## src/assert_macros.svh

```systemverilog
// shared assertion macros, used inside modules that have clk and rst_n
`ifndef ASSERT_MACROS_SVH
`define ASSERT_MACROS_SVH

// same-cycle implication
`define ZUP_ASSERT_IMP(label, ante, cons, msg) \
  label: assert property (@(posedge clk) disable iff (!rst_n) (ante) |-> (cons)) \
    else $error(msg);

// next-cycle implication
`define ZUP_ASSERT_NXT(label, ante, cons, msg) \
  label: assert property (@(posedge clk) disable iff (!rst_n) (ante) |=> (cons)) \
    else $error(msg);

`endif

```

## src/zup_pkg.sv

```systemverilog
`timescale 1ns / 1ps
`default_nettype none

package zup_pkg;

  localparam int QUEUE_DEPTH = 4;
  localparam int ID_BYTES    = 4;

  typedef enum logic [1:0] {
    KIND_UNKNOWN,
    KIND_OLD,
    KIND_SECOND,
    KIND_NEW
  } kind_t;

  typedef enum logic [2:0] {
    ST_OK,
    ST_SHORT,
    ST_VERSION,
    ST_OVERFLOW,
    ST_UNKNOWN
  } status_t;

  // one classified byte on its way from front to back
  typedef struct packed {
    logic [7:0] data_byte;
    kind_t      kind;
    logic       first_item;
    logic       last_item;
    logic       no_data;
  } entry_t;

endpackage

`default_nettype wire

```

## src/zup_if.sv

```systemverilog
`timescale 1ns / 1ps
`default_nettype none

interface zup_in_if;
  logic        valid;
  logic        ready;
  logic [7:0]  data_byte;
  logic [15:0] field_tag;
  logic        first_item;
  logic        last_item;
  logic        no_data;

  modport source (
    output valid, data_byte, field_tag, first_item, last_item, no_data,
    input  ready
  );
  modport sink (
    input  valid, data_byte, field_tag, first_item, last_item, no_data,
    output ready
  );
endinterface

interface zup_out_if;
  logic        valid;
  logic        ready;
  logic [2:0]  status;
  logic        has_times;
  logic [31:0] access_time;
  logic [31:0] modify_time;
  logic [31:0] user_id;
  logic [31:0] group_id;

  modport source (
    output valid, status, has_times, access_time, modify_time, user_id, group_id,
    input  ready
  );
  modport sink (
    input  valid, status, has_times, access_time, modify_time, user_id, group_id,
    output ready
  );
endinterface

`default_nettype wire

```

## src/zup_front.sv

```systemverilog
`timescale 1ns / 1ps
`default_nettype none

module zup_front (
  zup_in_if.sink            in_bus,
  input  logic              q_full,
  output logic              push,
  output zup_pkg::entry_t   push_ent
);

  localparam logic [15:0] TAG_OLD_A  = 16'h000D;
  localparam logic [15:0] TAG_OLD_B  = 16'h5855;
  localparam logic [15:0] TAG_SECOND = 16'h7855;
  localparam logic [15:0] TAG_NEW    = 16'h7875;

  zup_pkg::kind_t kind;

  // header id decode
  always_comb begin
    if (in_bus.field_tag == TAG_OLD_A || in_bus.field_tag == TAG_OLD_B) begin
      kind = zup_pkg::KIND_OLD;
    end else if (in_bus.field_tag == TAG_SECOND) begin
      kind = zup_pkg::KIND_SECOND;
    end else if (in_bus.field_tag == TAG_NEW) begin
      kind = zup_pkg::KIND_NEW;
    end else begin
      kind = zup_pkg::KIND_UNKNOWN;
    end
  end

  assign in_bus.ready        = !q_full;
  assign push                = in_bus.valid && !q_full;
  assign push_ent.data_byte  = in_bus.data_byte;
  assign push_ent.kind       = kind;
  assign push_ent.first_item = in_bus.first_item;
  assign push_ent.last_item  = in_bus.last_item;
  assign push_ent.no_data    = in_bus.no_data;

endmodule

`default_nettype wire

```

## src/zup_fifo.sv

```systemverilog
`timescale 1ns / 1ps
`default_nettype none
`include "assert_macros.svh"

module zup_fifo #(
  parameter int DEPTH = zup_pkg::QUEUE_DEPTH
) (
  input  logic              clk,
  input  logic              rst_n,
  input  logic              push,
  input  zup_pkg::entry_t   push_ent,
  output logic              full,
  input  logic              pop,
  output logic              head_valid,
  output zup_pkg::entry_t   head
);

  localparam int PTR_W = (DEPTH > 1) ? $clog2(DEPTH) : 1;
  localparam int CNT_W = $clog2(DEPTH + 1);

  zup_pkg::entry_t    mem [DEPTH];
  logic [PTR_W-1:0]   wr_ptr_r, wr_ptr_nxt;
  logic [PTR_W-1:0]   rd_ptr_r, rd_ptr_nxt;
  logic [CNT_W-1:0]   cnt_r, cnt_nxt;

  assign full       = (cnt_r == CNT_W'(DEPTH));
  assign head_valid = (cnt_r != '0);
  assign head       = mem[rd_ptr_r];

  always_comb begin
    wr_ptr_nxt = wr_ptr_r;
    rd_ptr_nxt = rd_ptr_r;
    cnt_nxt    = cnt_r;
    if (push) begin
      wr_ptr_nxt = (wr_ptr_r == PTR_W'(DEPTH - 1)) ? '0 : wr_ptr_r + 1'b1;
    end
    if (pop) begin
      rd_ptr_nxt = (rd_ptr_r == PTR_W'(DEPTH - 1)) ? '0 : rd_ptr_r + 1'b1;
    end
    if (push && !pop) begin
      cnt_nxt = cnt_r + 1'b1;
    end else if (pop && !push) begin
      cnt_nxt = cnt_r - 1'b1;
    end
  end

  always_ff @(posedge clk) begin
    if (!rst_n) begin
      wr_ptr_r <= '0;
      rd_ptr_r <= '0;
      cnt_r    <= '0;
    end else begin
      wr_ptr_r <= wr_ptr_nxt;
      rd_ptr_r <= rd_ptr_nxt;
      cnt_r    <= cnt_nxt;
    end
  end

  always_ff @(posedge clk) begin
    if (push) begin
      mem[wr_ptr_r] <= push_ent;
    end
  end

  `ZUP_ASSERT_IMP(a_cnt_bound, 1'b1, cnt_r <= CNT_W'(DEPTH), "queue count past depth")
  `ZUP_ASSERT_NXT(a_push_fill, push && !pop, cnt_r != '0, "queue empty after push")
  `ZUP_ASSERT_NXT(a_pop_drain, pop && !push, cnt_r == CNT_W'($past(cnt_r) - 1'b1),
    "queue count wrong after pop")

endmodule

`default_nettype wire

```

## src/zup_back.sv

```systemverilog
`timescale 1ns / 1ps
`default_nettype none
`include "assert_macros.svh"

module zup_back #(
  parameter int ID_BYTES = zup_pkg::ID_BYTES
) (
  input  logic              clk,
  input  logic              rst_n,
  input  logic              head_valid,
  input  zup_pkg::entry_t   head,
  output logic              pop,
  zup_out_if.source         out_bus
);

  localparam logic [3:0]  OLD_LEN     = 4'd12;
  localparam logic [3:0]  SECOND_LEN  = 4'd4;
  localparam logic [7:0]  NEW_VERSION = 8'd1;

  typedef enum logic [2:0] {
    PH_VERSION,
    PH_ULEN,
    PH_UBYTES,
    PH_GLEN,
    PH_GBYTES,
    PH_DONE,
    PH_STOP
  } phase_t;

  typedef struct packed {
    zup_pkg::kind_t   kind;
    logic [3:0]       pos;
    phase_t           phase;
    logic [7:0]       id_len;
    logic [7:0]       id_cnt;
    zup_pkg::status_t err;
    logic [31:0]      acc_at;
    logic [31:0]      acc_mt;
    logic [31:0]      acc_uid;
    logic [31:0]      acc_gid;
  } parse_t;

  parse_t           st_r, st_nxt, st_b, st_w;
  zup_pkg::status_t status_w;
  logic             out_free, done;
  logic [7:0]       b;

  logic             out_valid_r, out_valid_nxt;
  zup_pkg::status_t status_r;
  logic             has_times_r;
  logic [31:0]      at_r, mt_r, uid_r, gid_r;

  assign out_free = !out_valid_r || out_bus.ready;
  assign pop      = head_valid && (!head.last_item || out_free);
  assign done     = pop && head.last_item;
  assign b        = head.data_byte;

  // state after this byte
  always_comb begin
    if (head.first_item) begin
      st_b      = '0;
      st_b.kind = head.kind;
    end else begin
      st_b = st_r;
    end
    st_w = st_b;
    if (!head.no_data) begin
      case (st_b.kind)
        zup_pkg::KIND_OLD: begin
          if (st_b.pos < 4'd4) begin
            st_w.acc_at[{st_b.pos[1:0], 3'b000} +: 8] =
              st_b.acc_at[{st_b.pos[1:0], 3'b000} +: 8] | b;
          end else if (st_b.pos < 4'd8) begin
            st_w.acc_mt[{st_b.pos[1:0], 3'b000} +: 8] =
              st_b.acc_mt[{st_b.pos[1:0], 3'b000} +: 8] | b;
          end else if (st_b.pos < 4'd10) begin
            st_w.acc_uid[{st_b.pos[0], 3'b000} +: 8] =
              st_b.acc_uid[{st_b.pos[0], 3'b000} +: 8] | b;
          end else if (st_b.pos < OLD_LEN) begin
            st_w.acc_gid[{st_b.pos[0], 3'b000} +: 8] =
              st_b.acc_gid[{st_b.pos[0], 3'b000} +: 8] | b;
          end
        end
        zup_pkg::KIND_SECOND: begin
          if (st_b.pos < 4'd2) begin
            st_w.acc_uid[{st_b.pos[0], 3'b000} +: 8] =
              st_b.acc_uid[{st_b.pos[0], 3'b000} +: 8] | b;
          end else if (st_b.pos < SECOND_LEN) begin
            st_w.acc_gid[{st_b.pos[0], 3'b000} +: 8] =
              st_b.acc_gid[{st_b.pos[0], 3'b000} +: 8] | b;
          end
        end
        zup_pkg::KIND_NEW: begin
          case (st_b.phase)
            PH_VERSION: begin
              if (b != NEW_VERSION) begin
                st_w.err   = zup_pkg::ST_VERSION;
                st_w.phase = PH_STOP;
              end else begin
                st_w.phase = PH_ULEN;
              end
            end
            PH_ULEN, PH_GLEN: begin
              st_w.id_len = b;
              st_w.id_cnt = '0;
              if (st_b.phase == PH_ULEN) begin
                st_w.phase = (b == 8'd0) ? PH_GLEN : PH_UBYTES;
              end else begin
                st_w.phase = (b == 8'd0) ? PH_DONE : PH_GBYTES;
              end
            end
            PH_UBYTES, PH_GBYTES: begin
              if (st_b.id_cnt >= 8'(ID_BYTES) && b != 8'd0) begin
                st_w.err = zup_pkg::ST_OVERFLOW;
              end
              if (st_b.id_cnt < 8'd4) begin
                if (st_b.phase == PH_UBYTES) begin
                  st_w.acc_uid[{st_b.id_cnt[1:0], 3'b000} +: 8] =
                    st_b.acc_uid[{st_b.id_cnt[1:0], 3'b000} +: 8] | b;
                end else begin
                  st_w.acc_gid[{st_b.id_cnt[1:0], 3'b000} +: 8] =
                    st_b.acc_gid[{st_b.id_cnt[1:0], 3'b000} +: 8] | b;
                end
              end
              st_w.id_cnt = st_b.id_cnt + 8'd1;
              if (st_w.id_cnt == st_b.id_len) begin
                if (st_w.err != zup_pkg::ST_OK) begin
                  st_w.phase = PH_STOP;
                end else begin
                  st_w.phase = (st_b.phase == PH_UBYTES) ? PH_GLEN : PH_DONE;
                end
              end
            end
            default: begin
            end
          endcase
        end
        default: begin
        end
      endcase
      // position only matters up to the old-format length
      if (st_b.pos != OLD_LEN) begin
        st_w.pos = st_b.pos + 4'd1;
      end
    end
  end

  // record status at its last byte
  always_comb begin
    case (st_w.kind)
      zup_pkg::KIND_OLD: begin
        status_w = (st_w.pos >= OLD_LEN) ? zup_pkg::ST_OK : zup_pkg::ST_SHORT;
      end
      zup_pkg::KIND_SECOND: begin
        status_w = (st_w.pos >= SECOND_LEN) ? zup_pkg::ST_OK : zup_pkg::ST_SHORT;
      end
      zup_pkg::KIND_NEW: begin
        if (st_w.phase == PH_DONE) begin
          status_w = zup_pkg::ST_OK;
        end else if (st_w.phase == PH_STOP) begin
          status_w = st_w.err;
        end else begin
          status_w = zup_pkg::ST_SHORT;
        end
      end
      default: begin
        status_w = zup_pkg::ST_UNKNOWN;
      end
    endcase
  end

  always_comb begin
    st_nxt = st_r;
    if (pop) begin
      st_nxt = head.last_item ? parse_t'('0) : st_w;
    end
    out_valid_nxt = out_valid_r;
    if (done) begin
      out_valid_nxt = 1'b1;
    end else if (out_bus.ready) begin
      out_valid_nxt = 1'b0;
    end
  end

  always_ff @(posedge clk) begin
    if (!rst_n) begin
      st_r        <= '0;
      out_valid_r <= 1'b0;
    end else begin
      st_r        <= st_nxt;
      out_valid_r <= out_valid_nxt;
    end
  end

  always_ff @(posedge clk) begin
    if (done) begin
      status_r    <= status_w;
      has_times_r <= (status_w == zup_pkg::ST_OK) && (st_w.kind == zup_pkg::KIND_OLD);
      if (status_w == zup_pkg::ST_OK && st_w.kind == zup_pkg::KIND_OLD) begin
        at_r <= st_w.acc_at;
        mt_r <= st_w.acc_mt;
      end else begin
        at_r <= '0;
        mt_r <= '0;
      end
      if (status_w == zup_pkg::ST_OK) begin
        uid_r <= st_w.acc_uid;
        gid_r <= st_w.acc_gid;
      end else begin
        uid_r <= '0;
        gid_r <= '0;
      end
    end
  end

  assign out_bus.valid       = out_valid_r;
  assign out_bus.status      = status_r;
  assign out_bus.has_times   = has_times_r;
  assign out_bus.access_time = at_r;
  assign out_bus.modify_time = mt_r;
  assign out_bus.user_id     = uid_r;
  assign out_bus.group_id    = gid_r;

  `ZUP_ASSERT_NXT(a_last_result, done, out_valid_r, "last byte gave no result")
  `ZUP_ASSERT_IMP(a_times_ok, out_valid_r && has_times_r, status_r == zup_pkg::ST_OK,
    "times flagged on a failed record")
  `ZUP_ASSERT_IMP(a_err_zero, out_valid_r && status_r != zup_pkg::ST_OK,
    uid_r == '0 && gid_r == '0 && at_r == '0 && mt_r == '0,
    "nonzero fields on a failed record")

endmodule

`default_nettype wire

```

## src/zip_unix_extra_field_parser.sv

```systemverilog
`timescale 1ns / 1ps
`default_nettype none

// channel   dir   transaction
// in_bus    in    one extra field payload byte, header id, record framing
// out_bus   out   one decoded record: status, times, user and group id
//
// one byte per cycle unless out_bus stalls; the back end retires one queued byte a cycle
// the last byte is registered in the queue before its result is registered for out_bus
// rst_n is synchronous, active low, and empties the queue and the record state
// an output stall holds the result register and the next last byte at the queue head;
// bytes behind it fill the queue until QUEUE_DEPTH entries wait, then in_bus.ready drops

module zip_unix_extra_field_parser #(
  parameter int QUEUE_DEPTH = zup_pkg::QUEUE_DEPTH,
  parameter int ID_BYTES    = zup_pkg::ID_BYTES
) (
  input  logic       clk,
  input  logic       rst_n,
  zup_in_if.sink     in_bus,
  zup_out_if.source  out_bus
);

  logic            push, q_full, pop, head_valid;
  zup_pkg::entry_t push_ent, head;

  zup_front u_front (
    .in_bus   (in_bus),
    .q_full   (q_full),
    .push     (push),
    .push_ent (push_ent)
  );

  zup_fifo #(
    .DEPTH (QUEUE_DEPTH)
  ) u_fifo (
    .clk        (clk),
    .rst_n      (rst_n),
    .push       (push),
    .push_ent   (push_ent),
    .full       (q_full),
    .pop        (pop),
    .head_valid (head_valid),
    .head       (head)
  );

  zup_back #(
    .ID_BYTES (ID_BYTES)
  ) u_back (
    .clk        (clk),
    .rst_n      (rst_n),
    .head_valid (head_valid),
    .head       (head),
    .pop        (pop),
    .out_bus    (out_bus)
  );

endmodule

`default_nettype wire
```

## src/flat_wrapper.sv

```systemverilog
// flat-port wrapper written by rule: the top's interface ports become plain ports
module zip_unix_extra_field_parser_flat 
#(
  parameter int QUEUE_DEPTH = zup_pkg::QUEUE_DEPTH,
  parameter int ID_BYTES    = zup_pkg::ID_BYTES
)
  (clk, rst_n, in_bus_valid, in_bus_data_byte, in_bus_field_tag, in_bus_first_item, in_bus_last_item, in_bus_no_data, in_bus_ready, out_bus_valid, out_bus_status, out_bus_has_times, out_bus_access_time, out_bus_modify_time, out_bus_user_id, out_bus_group_id, out_bus_ready);
  zup_in_if in_bus_i ();
  zup_out_if out_bus_i ();
  input  logic clk;
  input  logic rst_n;
  input wire logic [$bits(in_bus_i.valid)-1:0] in_bus_valid;
  input wire logic [$bits(in_bus_i.data_byte)-1:0] in_bus_data_byte;
  input wire logic [$bits(in_bus_i.field_tag)-1:0] in_bus_field_tag;
  input wire logic [$bits(in_bus_i.first_item)-1:0] in_bus_first_item;
  input wire logic [$bits(in_bus_i.last_item)-1:0] in_bus_last_item;
  input wire logic [$bits(in_bus_i.no_data)-1:0] in_bus_no_data;
  output wire logic [$bits(in_bus_i.ready)-1:0] in_bus_ready;
  output wire logic [$bits(out_bus_i.valid)-1:0] out_bus_valid;
  output wire logic [$bits(out_bus_i.status)-1:0] out_bus_status;
  output wire logic [$bits(out_bus_i.has_times)-1:0] out_bus_has_times;
  output wire logic [$bits(out_bus_i.access_time)-1:0] out_bus_access_time;
  output wire logic [$bits(out_bus_i.modify_time)-1:0] out_bus_modify_time;
  output wire logic [$bits(out_bus_i.user_id)-1:0] out_bus_user_id;
  output wire logic [$bits(out_bus_i.group_id)-1:0] out_bus_group_id;
  input wire logic [$bits(out_bus_i.ready)-1:0] out_bus_ready;
  assign in_bus_i.valid = in_bus_valid;
  assign in_bus_i.data_byte = in_bus_data_byte;
  assign in_bus_i.field_tag = in_bus_field_tag;
  assign in_bus_i.first_item = in_bus_first_item;
  assign in_bus_i.last_item = in_bus_last_item;
  assign in_bus_i.no_data = in_bus_no_data;
  assign in_bus_ready = in_bus_i.ready;
  assign out_bus_valid = out_bus_i.valid;
  assign out_bus_status = out_bus_i.status;
  assign out_bus_has_times = out_bus_i.has_times;
  assign out_bus_access_time = out_bus_i.access_time;
  assign out_bus_modify_time = out_bus_i.modify_time;
  assign out_bus_user_id = out_bus_i.user_id;
  assign out_bus_group_id = out_bus_i.group_id;
  assign out_bus_i.ready = out_bus_ready;
  zip_unix_extra_field_parser #(.QUEUE_DEPTH(QUEUE_DEPTH), .ID_BYTES(ID_BYTES)) u_core (.clk(clk), .rst_n(rst_n), .in_bus(in_bus_i), .out_bus(out_bus_i));
endmodule
```

## config.mk

```make
export PLATFORM = sky130hd
export DESIGN_NAME = zip_unix_extra_field_parser_flat
export DESIGN_NICKNAME = d
export VERILOG_FILES = /design/src/zup_pkg.sv /design/src/zup_if.sv /design/src/zup_front.sv /design/src/zup_fifo.sv /design/src/zup_back.sv /design/src/zip_unix_extra_field_parser.sv /design/src/flat_wrapper.sv
export VERILOG_INCLUDE_DIRS = /design/src /design/src/src
export SDC_FILE = /design/constraint.sdc
export NUM_CORES = 1
export LEC_CHECK = 0
export ABC_CLOCK_PERIOD_IN_PS = 10450
export BUFFER_PORTS_ARGS = -buffer_cell sky130_fd_sc_hd__buf_4
export CAP_MARGIN = 10
export CORE_MARGIN = 1
export CORE_UTILIZATION = 30
export CTS_CLUSTER_DIAMETER = 100
export DETAILED_ROUTE_END_ITERATION = 6
export GPL_TIMING_DRIVEN = 0
export HOLD_SLACK_MARGIN = 0.15
export SETUP_SLACK_MARGIN = 0.15
export SYNTH_ARGS = -nofsm -noshare
export SYNTH_HDL_FRONTEND = slang
export SYNTH_SLANG_ARGS = --single-unit
```

## constraint.sdc

```tcl
create_clock -name clk -period 10.45 [get_ports clk]
set_input_delay 0.5225 -clock clk [delete_from_list [all_inputs] [get_ports clk]]
set_output_delay 0.5225 -clock clk [all_outputs]
set_load 0.1 [all_outputs]
```

==> results of run 1 <==
==> layout make-up <==
| class | count | area, sq um |
|---|---|---|
| fill | 5593 | 35700 |
| sequential | 350 | 8850 |
| multi-input combinational | 1149 | 7940 |
| timing repair buffer | 183 | 1490 |
| clock buffer | 42 | 1010 |
| tap | 756 | 946 |
| buffer | 111 | 477 |
| clock inverter | 27 | 225 |
| inverter | 24 | 90.1 |
==> cells in the final DEF, fill, tap and decap left out, types with 8 or more instances in the layout <==
cell	count
a32oi_1	8
and2_1	8
clkbuf_1	80
nand4_1	9
edfxtp_1	184
nand2_1	158
buf_1	12
nor3_2	10
a22oi_1	231
nor3b_2	13
nand3_1	42
clkbuf_16	40
mux4_2	43
ha_1	17
nand2b_1	11
a21oi_1	47
nor2_1	112
and3_1	8
dlygate4sd3_1	11
buf_4	169
clkinv_2	12
buf_2	12
nor2b_1	171
nor3_1	34
dfxtp_1	166
o21ai_0	50
inv_1	23
nor3b_1	41
mux2i_1	12
==> report_power, final <==
group	internal (uW)	total [uW]	leakage, uW	switching [uW]
combinational	667	3600	0.00307	2930
clock	776	1370	0.000620	591
sequential	1740	1820	0.00311	88.8
total	3180	6790	0.00680	3610
==> kinds of logic after synthesis <==
group | Yosys count | synth area share, %
simple gates | 653 | 20.5
compound gates | 404 | 16.4
flops | 350 | 51.0
buf+inv | 135 | 3.27
mux | 63 | 6.89
fa+ha+maj | 18 | 1.34
xor+xnor | 11 | 0.556
==> timing repair <==
action                    4_1_cts  5_1_grt
hold buffers                   11        0
gates resized for setup         0        0
hold endpoints to repair       44        0
==> routing by layer <==
metal	GRT usage [%]	part of all wire [%]
met1	25.4	43
met2	30.4	45
met3	3.67	7.8
met4	7.73	4.2
met5	0	0.021
==> path summary, 6_finish.rpt <==
| path | end | slack, ps | cells past startpoint |
|---|---|---|---|
| worst min register to register | u_core.u_back.st_r[130] | 490 | 2 |
| worst max-delay path | u_core.u_back.out_bus.user_id[21] | 2930 | 21 |
| worst min-delay path | u_core.u_fifo.mem[2][3] | 400 | 4 |
| worst max register to register | u_core.u_back.out_bus.user_id[21] | 2930 | 21 |
==> worst min-delay path, stage by stage <==
cell and delay (ps):
buf_4 70, nor4_1 40, nand2_1 50, nor2_1 80
==> registers in the layout, summed over array words and instances (netlist names), named ones only <==
register	flops
u_core.u_back.out_bus.user_id	32
u_core.u_back.st_r	156
u_core.u_fifo.wr_ptr_r	2
u_core.u_back.out_bus.has_times	1
u_core.u_back.out_bus.modify_time	32
u_core.u_back.out_bus.access_time	32
u_core.u_fifo.rd_ptr_r	2
u_core.u_back.out_bus.status	3
u_core.u_back.out_bus.valid	1
u_core.u_back.out_bus.group_id	32
u_core.u_fifo.mem	52
u_core.u_fifo.cnt_r	3
==> through the flow <==
stage	utilization (%)	worst slack [ps]	power, uW	cell area (sq um)
after floorplan	-	3680	4360	17300
after CTS	37.1	3070	6790	21000
final	37.1	2930	6790	21000
after global placement	34.4	1090	5360	19500
after global routing	37.1	2650	7000	21000
after detailed placement	34.7	3140	5410	19700
==> impl_metrics.ini, run 1 <==
[outcome]
status = completed

[drt]
num_vias = 14433
route.detailed.drc = 0
wire_per_inst_um = 21.9
drtPass1Iterations = 6
totalWireLength_um = 57800
vias_per_cell = 5.46
antenna_left = 0
drt-initial-drc-count = 1431

[logic_synthesis]
syn_avg_cell_area_sq_um = 10.6
yosysSeqAreaShare_pct = 51.0
synth.distinct_cells = 76
yosysWarnings = 0
synth_area_leader_cell = edfxtp_1
netlist_area_sq_um = 17300
synthTopCellsByArea = edfxtp_1, dfxtp_1, a22oi_1
synth-main-ff-cell = edfxtp_1
ys_ff_latch = 350
synth_edf_count = 184
yosysMostFrequentCell = a22oi_1
post-synth-top-area-fraction_pct = 31.9
synth_nets = 1683
synth_common_cells = a22oi_1, edfxtp_1, nor2b_1
async_flop_share_pct = 0
syn_inst = 1634

[floorplan]
die_h_um = 242
ioPinCount = 165
start_util_pct = 30.6
coreArea_sq_um = 56700
design.die.area_sq_um = 58800
rows = 87
dieWidth_um = 242

[setup_path]
crit_chain = buf_2 -> buf_2 -> mux2i_1 -> mux2_2 -> clkbuf_1 -> buf_1 -> buf_1 -> nand2_1 -> inv_1 -> ha_1 -> and4_1 -> and3_1 -> o22ai_1 -> o41ai_1 -> o311ai_1 -> a22oi_1 -> nor3b_1 -> o21ai_1 -> buf_2 -> buf_4 -> nor3b_1
cp_max_fo = 10
criticalPathCategory = register to register
cp-end-kind = register
cp_common_cell = buf_2
crit_path_start_kind = register
required_ps = 10800
crit_slowest_cell = buf_1
cp_num_buf_inv = 8
cpPeakStageDelay_ps = 710
crit_family = buffers and inverters
cp.arrival_ps = 7870

[final_layout]
instances_no_fill = 2642
num_antenna_cells = 0
fin_nets = 1907
drive_gt1_share_pct = 18.1
syn2layout_area_growth_pct = 21.3

[timing]
final-hold-violation-count = 0
relSlewSlack_pct = 21.8
finalHoldWorstSlack_ps = 396
clock_skew_ps = 24.7
slew_violations = 0
setup_viol = 0
worstMarginPinSlew_ps = 1140
finalCriticalPeriod_ps = 7520
rsz0062_at_grt = no
max_clock_freq_mhz = 133
setup_tns_ps = 0
min_period_over_period_pct = 72.0

[run]
cap_violations = 0

[min_path]
min_from = in_bus_field_tag[15]
min_path_type = primary input to register

[clocking]
cts_root_buf = clkbuf_16
clk_latency_ps = 570
cts_buffers = 39
cts_tree = done
cts_sinks = 350
postCtsSetupBuffers = 0
clk_pin_slew_ps = 60
cts_buffer_depth = 3
htree_levels = 2

[placed_design]
port_buffers = 163
dp.cells = 2562
place_congestion = 0.936
dp_hpwl_um = 42200

[global_routing]
grt_overflow = 0
grt_pass1_wl_um = 86800
grt_antenna_before_repair = 1
grtUsageTotal_pct = 19.1
grt_pass1_vias = 13955
grt_max_degree = 22

[pwr]
power_density_nw_per_um2 = 323
power.leakage_uw = 0.00680
ir_drop_uv = 217
Power figures use the tool's default switching activity.
==> run 2: changes to the inputs <==
--- a/config.mk
+++ b/config.mk
@@ -6,7 +6,7 @@
 export SDC_FILE = /design/constraint.sdc
 export NUM_CORES = 1
 export LEC_CHECK = 0
-export ABC_CLOCK_PERIOD_IN_PS = 10450
+export ABC_CLOCK_PERIOD_IN_PS = 6800
 export BUFFER_PORTS_ARGS = -buffer_cell sky130_fd_sc_hd__buf_4
 export CAP_MARGIN = 10
 export CORE_MARGIN = 1
==> constraint.sdc (replaced) <==
create_clock -name clk -period 6.8 [get_ports clk]
set_input_delay 0.34 -clock clk [delete_from_list [all_inputs] [get_ports clk]]
set_output_delay 0.34 -clock clk [all_outputs]
set_load 0.1 [all_outputs]
==> run 2 against run 1 <==
Sequential share of layout area increased by 0.075 points. Via count hardly changed. Highest routed layer is now met4. Largest cell class unchanged. Count of clock-buffer cells in the layout increased by 7. Power increased by 52%. Routed wire length shrank 1.0%. Critical path type unchanged.
==> impl_metrics.ini, run 2 (synthesis results as in run 1) <==
[setup_path]
crit_path_start_kind = register
cp.arrival_ps = 6510
cp_max_fo = 19
cp-end-kind = register
criticalPathCategory = register to register
required_ps = 7100

[global_routing]
grt_overflow = 0
grt_pass1_vias = 13986
grtUsageTotal_pct = 19.1
grt_antenna_before_repair = 2
grt_max_degree = 22
grt_pass1_wl_um = 86300

[drt]
antenna_left = 0
drtPass1Iterations = 5
num_vias = 14420
wire_per_inst_um = 21.6
totalWireLength_um = 57200
drt-initial-drc-count = 1618
route.detailed.drc = 0
vias_per_cell = 5.46

[timing]
slew_violations = 0
min_period_over_period_pct = 91.2
final-hold-violation-count = 0
rsz0062_at_grt = no
finalHoldWorstSlack_ps = 193
relSlewSlack_pct = 26.7
finalCriticalPeriod_ps = 6200
clock_skew_ps = 21.3
setup_viol = 0
setup_tns_ps = 0
worstMarginPinSlew_ps = 1070
max_clock_freq_mhz = 161

[final_layout]
top_register = u_core.u_back.st_r
top_regs = u_core.u_back.st_r (156), u_core.u_fifo.mem (52)
multi_input_area_sq_um = 7940
instances_no_fill = 2643
fin_nets = 1905
final_cell_mix = a22oi_1, edfxtp_1, nor2b_1
syn2layout_area_growth_pct = 21.0
final_common_cell = a22oi_1
register_area_sq_um = 8850
drive_gt1_share_pct = 18.0
largest_reg_flops = 156
fill_cells = 5525

[clocking]
cts_root_buf = clkbuf_16
cts_sinks = 350
htree_levels = 2
clk_pin_slew_ps = 60
clk_latency_ps = 570
cts_buffers = 37
cts_tree = done
cts_buffer_depth = 3

[floorplan]
design.die.area_sq_um = 58800
start_util_pct = 30.6
ioPinCount = 165
coreArea_sq_um = 56700
rows = 87
dieWidth_um = 242
die_h_um = 242

[placed_design]
dp_hpwl_um = 42200
dp.cells = 2562
port_buffers = 163
place_congestion = 0.930

[run]
cap_violations = 0

[pwr]
power.leakage_uw = 0.00677
ir_drop_uv = 327
power_density_nw_per_um2 = 492

[outcome]
status = completed

[min_path]
min_path_type = primary input to register
## run 2: cell count changes in the layout (fill, tap and decap cells not counted), sizes merged
cell           delta
clkbuf            +8
clkinv            -8
clkinvlp          +3
diode             +2
inv               -2
bufinv            -1
clkdlybuf4s18     -1
## run 2: cell type report
cell class | count | share of cell area [%]
Sequential cell | 350 | 42.2
Multi-Input combinational cell | 1149 | 37.8
Timing Repair Buffer | 184 | 7.07
Clock buffer | 49 | 4.88
Tap cell | 756 | 4.51
Buffer | 110 | 2.28
Clock inverter | 19 | 0.799
Inverter | 24 | 0.429
Antenna cell | 2 | 0.0239
## run 2: critical path, stage by stage, from the launching register on
cell and delay [ps]:
dfxtp_1 410, buf_2 310, buf_2 330, mux2i_1 230, mux2_2 330, clkbuf_2 340, clkbuf_4 420, nand2_1 180
inv_1 180, ha_1 340, and4_1 300, and3_1 170, o22ai_1 100, or4_1 480, o311ai_1 340, a22oi_1 280
nor3b_1 230, o21ai_1 210, buf_2 360, buf_4 280, nor3b_2 70
## run 2: final timing paths
path / start / slack, ps / cells after the start / end
max: register / 600 / 20 / u_core.u_back.out_bus.group_id[30]
min: in_bus_field_tag[15] / 190 / 4 / u_core.u_fifo.mem[2][3]
max reg2reg: register / 600 / 20 / u_core.u_back.out_bus.group_id[30]
min reg2reg: u_core.u_back.st_r[130] / 500 / 2 / u_core.u_back.st_r[130]
## run 2: metrics by stage
stage | total power (uW) | setup WS (ps) | utilization (%) | instance area (sq um)
floorplan | 6670 | 1780 | - | 17300
global placement | 8210 | -504 | 34.4 | 19500
detailed placement | 8310 | -499 | 34.7 | 19700
CTS | 10300 | 278 | 37.0 | 21000
global route | 10700 | 257 | 37.0 | 21000
finish | 10300 | 597 | 37.0 | 21000
## run 2: power by group
group / total, uW / switching (uW) / internal, uW
Clock: 2020 / 876 / 1150
Combinational: 5490 / 4460 / 1030
Sequential: 2800 / 137 / 2670
## run 2: metal layers
metal	vias up	global-route usage, %	routed length (um)
met2	673	30.3	26200
met3	121	3.52	4200
met5	-	0	0
met4	0	7.95	2320
met1	7043	25.4	24500
li1	6583	-	-
## run 2: what timing repair did
item / 4_1_cts / 5_1_grt
setup endpoints to repair: 67 / 58
cloned: 0 / 0
hold buffers: 11 / 0
setup buffers: 0 / 0
hold endpoints to repair: 44 / 0
gates resized for setup: 1 / 3
==> run 3: changes to the inputs <==
--- a/config.mk
+++ b/config.mk
@@ -9,12 +9,12 @@
 export ABC_CLOCK_PERIOD_IN_PS = 6800
 export BUFFER_PORTS_ARGS = -buffer_cell sky130_fd_sc_hd__buf_4
 export CAP_MARGIN = 10
-export CORE_MARGIN = 1
 export CORE_UTILIZATION = 30
 export CTS_CLUSTER_DIAMETER = 100
 export DETAILED_ROUTE_END_ITERATION = 6
 export GPL_TIMING_DRIVEN = 0
 export HOLD_SLACK_MARGIN = 0.15
+export REMOVE_ABC_BUFFERS = 1
 export SETUP_SLACK_MARGIN = 0.15
 export SYNTH_ARGS = -nofsm -noshare
 export SYNTH_HDL_FRONTEND = slang
==> run 3 against run 2 <==
Via count shrank 5.2%. Register-to-register slack got worse by 30 ps. Combinational power decreased by 4%. Fmax decreased by 0.44%. Worst setup slack worse by 27 ps. Final cell count is 3.0% lower. Clock power rose by 13%. Power up 1.2%. Global-route usage fell by 1.9 points. Utilization grew 0.14 points. Sequential cell count is the same. Critical endpoint is now u_core.u_back.out_bus.group_id[4]. Highest routed layer unchanged.
==> impl_metrics.ini, run 3 (synthesis results as in run 1) <==
[outcome]
status = completed

[setup_path]
crit_chain = mux4_2 -> nand2b_1 -> inv_1 -> ha_1 -> and4_1 -> a21oi_1 -> nand4_1 -> or4_1 -> o311ai_1 -> a22oi_1 -> nor3b_1 -> o21ai_4 -> buf_12 -> nor3b_1
crit_family = simple AND/OR/NAND/NOR gates
required_ps = 7060
cp_common_cell = nor3b_1
cp_num_buf_inv = 2
cp.arrival_ps = 6500
rrSetupSlack_ps = 570
crit_path_start_kind = register
cpPeakStageDelay_ps = 1030
crit_slowest_cell = dfxtp_1
cp_max_fo = 46
criticalPathCategory = register to register
cp-end-kind = register

[placed_design]
place_area_sq_um = 19500
dp_hpwl_um = 34600
port_buffers = 164
place_congestion = 0.880

[final_layout]
design_area_sq_um = 21100
fin_nets = 1822
syn2layout_area_growth_pct = 21.5
largest_reg_flops = 156
final_common_cell = a22oi_1
final_cell_mix = a22oi_1, edfxtp_1, nor2b_1
register_area_sq_um = 8850
drive_gt1_share_pct = 19.5
multi_input_area_sq_um = 7960
fill_cells = 5540
top_regs = u_core.u_back.st_r (156), u_core.u_fifo.mem (52)
top_register = u_core.u_back.st_r

[clocking]
postCtsSetupBuffers = 0
cts_root_buf = clkbuf_16
cts_buffer_depth = 3
cts_tree = done
clk_latency_ps = 570
htree_levels = 2
cts_buffers = 41
clk_pin_slew_ps = 60
cts_sinks = 350

[floorplan]
coreArea_sq_um = 56700
dieWidth_um = 242
rows = 87
die_h_um = 242
ioPinCount = 165
start_util_pct = 30.6
design.die.area_sq_um = 58800

[min_path]
min_path_type = primary input to register

[timing]
setup_viol = 0
max_clock_freq_mhz = 161
clock_skew_ps = 22.3
relSlewSlack_pct = 12.4
rsz0062_at_grt = no
slew_violations = 0
worstMarginPinSlew_ps = 1310
finalCriticalPeriod_ps = 6230
final-hold-violation-count = 0
min_period_over_period_pct = 91.6
finalHoldWorstSlack_ps = 232

[drt]
route.detailed.drc = 0
drtPass1Iterations = 5
drt-initial-drc-count = 1434
vias_per_cell = 5.33
totalWireLength_um = 51500
antenna_left = 0
num_vias = 13677
wire_per_inst_um = 20.1

[global_routing]
grt_pass1_wl_um = 79400
grt_overflow = 0
grt_antenna_before_repair = 2
grt_pass1_vias = 13550
grtUsageTotal_pct = 17.2
grt_max_degree = 102

[pwr]
power.leakage_uw = 0.00685
power_density_nw_per_um2 = 496
p_total_uw = 10400
ir_drop_uv = 283

[run]
cap_violations = 0
[run 3: path summary, 6_finish.rpt]
check,from,to,cells after the start
worst min register to register,u_core.u_back.st_r[130],u_core.u_back.st_r[130],2
worst min-delay path,in_bus_field_tag[15],u_core.u_fifo.mem[2][3],4
worst max register to register,register,u_core.u_back.out_bus.group_id[4],14
worst max-delay path,register,u_core.u_back.out_bus.group_id[4],14
[run 3: area by class of cell]
class                           count  share of cell area (%)
Multi-Input combinational cell   1149                    37.8
Timing Repair Buffer              207                    8.60
Inverter                           24                   0.440
Clock buffer                       48                    5.25
Antenna cell                        2                  0.0238
Sequential cell                   350                    42.0
Tap cell                          756                    4.49
Clock inverter                     28                    1.38
[run 3: worst register-to-register path: stages (launching register included)]
cell and delay (ps):
dfxtp_1 1030, mux4_2 1030, nand2b_1 420, inv_1 150
ha_1 310, and4_1 300, a21oi_1 160, nand4_1 180
or4_1 580, o311ai_1 310, a22oi_1 250, nor3b_1 240
o21ai_4 570, buf_12 280, nor3b_1 100
[run 3: per-layer routing]
metal	vias up	track usage [%]	part of all wire [%]
met3	80	4.01	7.2
met2	479	27.3	47
li1	6434	-	-
met5	-	0	0
met1	6684	22.7	43
met4	0	6.20	2.7
[run 3: where the power goes]
group          switching (uW)  internal (uW)  total, uW  leakage (uW)
combinational            4230           1060       5290       0.00305
clock                     903           1390       2290      0.000693
sequential                188           2670       2850       0.00311
total                    5320           5120      10400       0.00685
[run 3: stage by stage]
stage	setup WS (ps)	util, %	setup TNS, ps	cells
after global routing	218	37.1	0	2564
after global placement	-10200	33.6	-1678000	2443
after detailed placement	563	34.4	0	2470
after CTS	524	37.0	0	2557
after floorplan	-4850	-	-682130	1523
final	570	37.1	0	2564
[run 3: repair_timing]
action,4_1_cts,5_1_grt
endpoints found under the setup margin,0,0
endpoints found under the hold margin,44,0
resized for setup,0,0
hold buffers,11,0
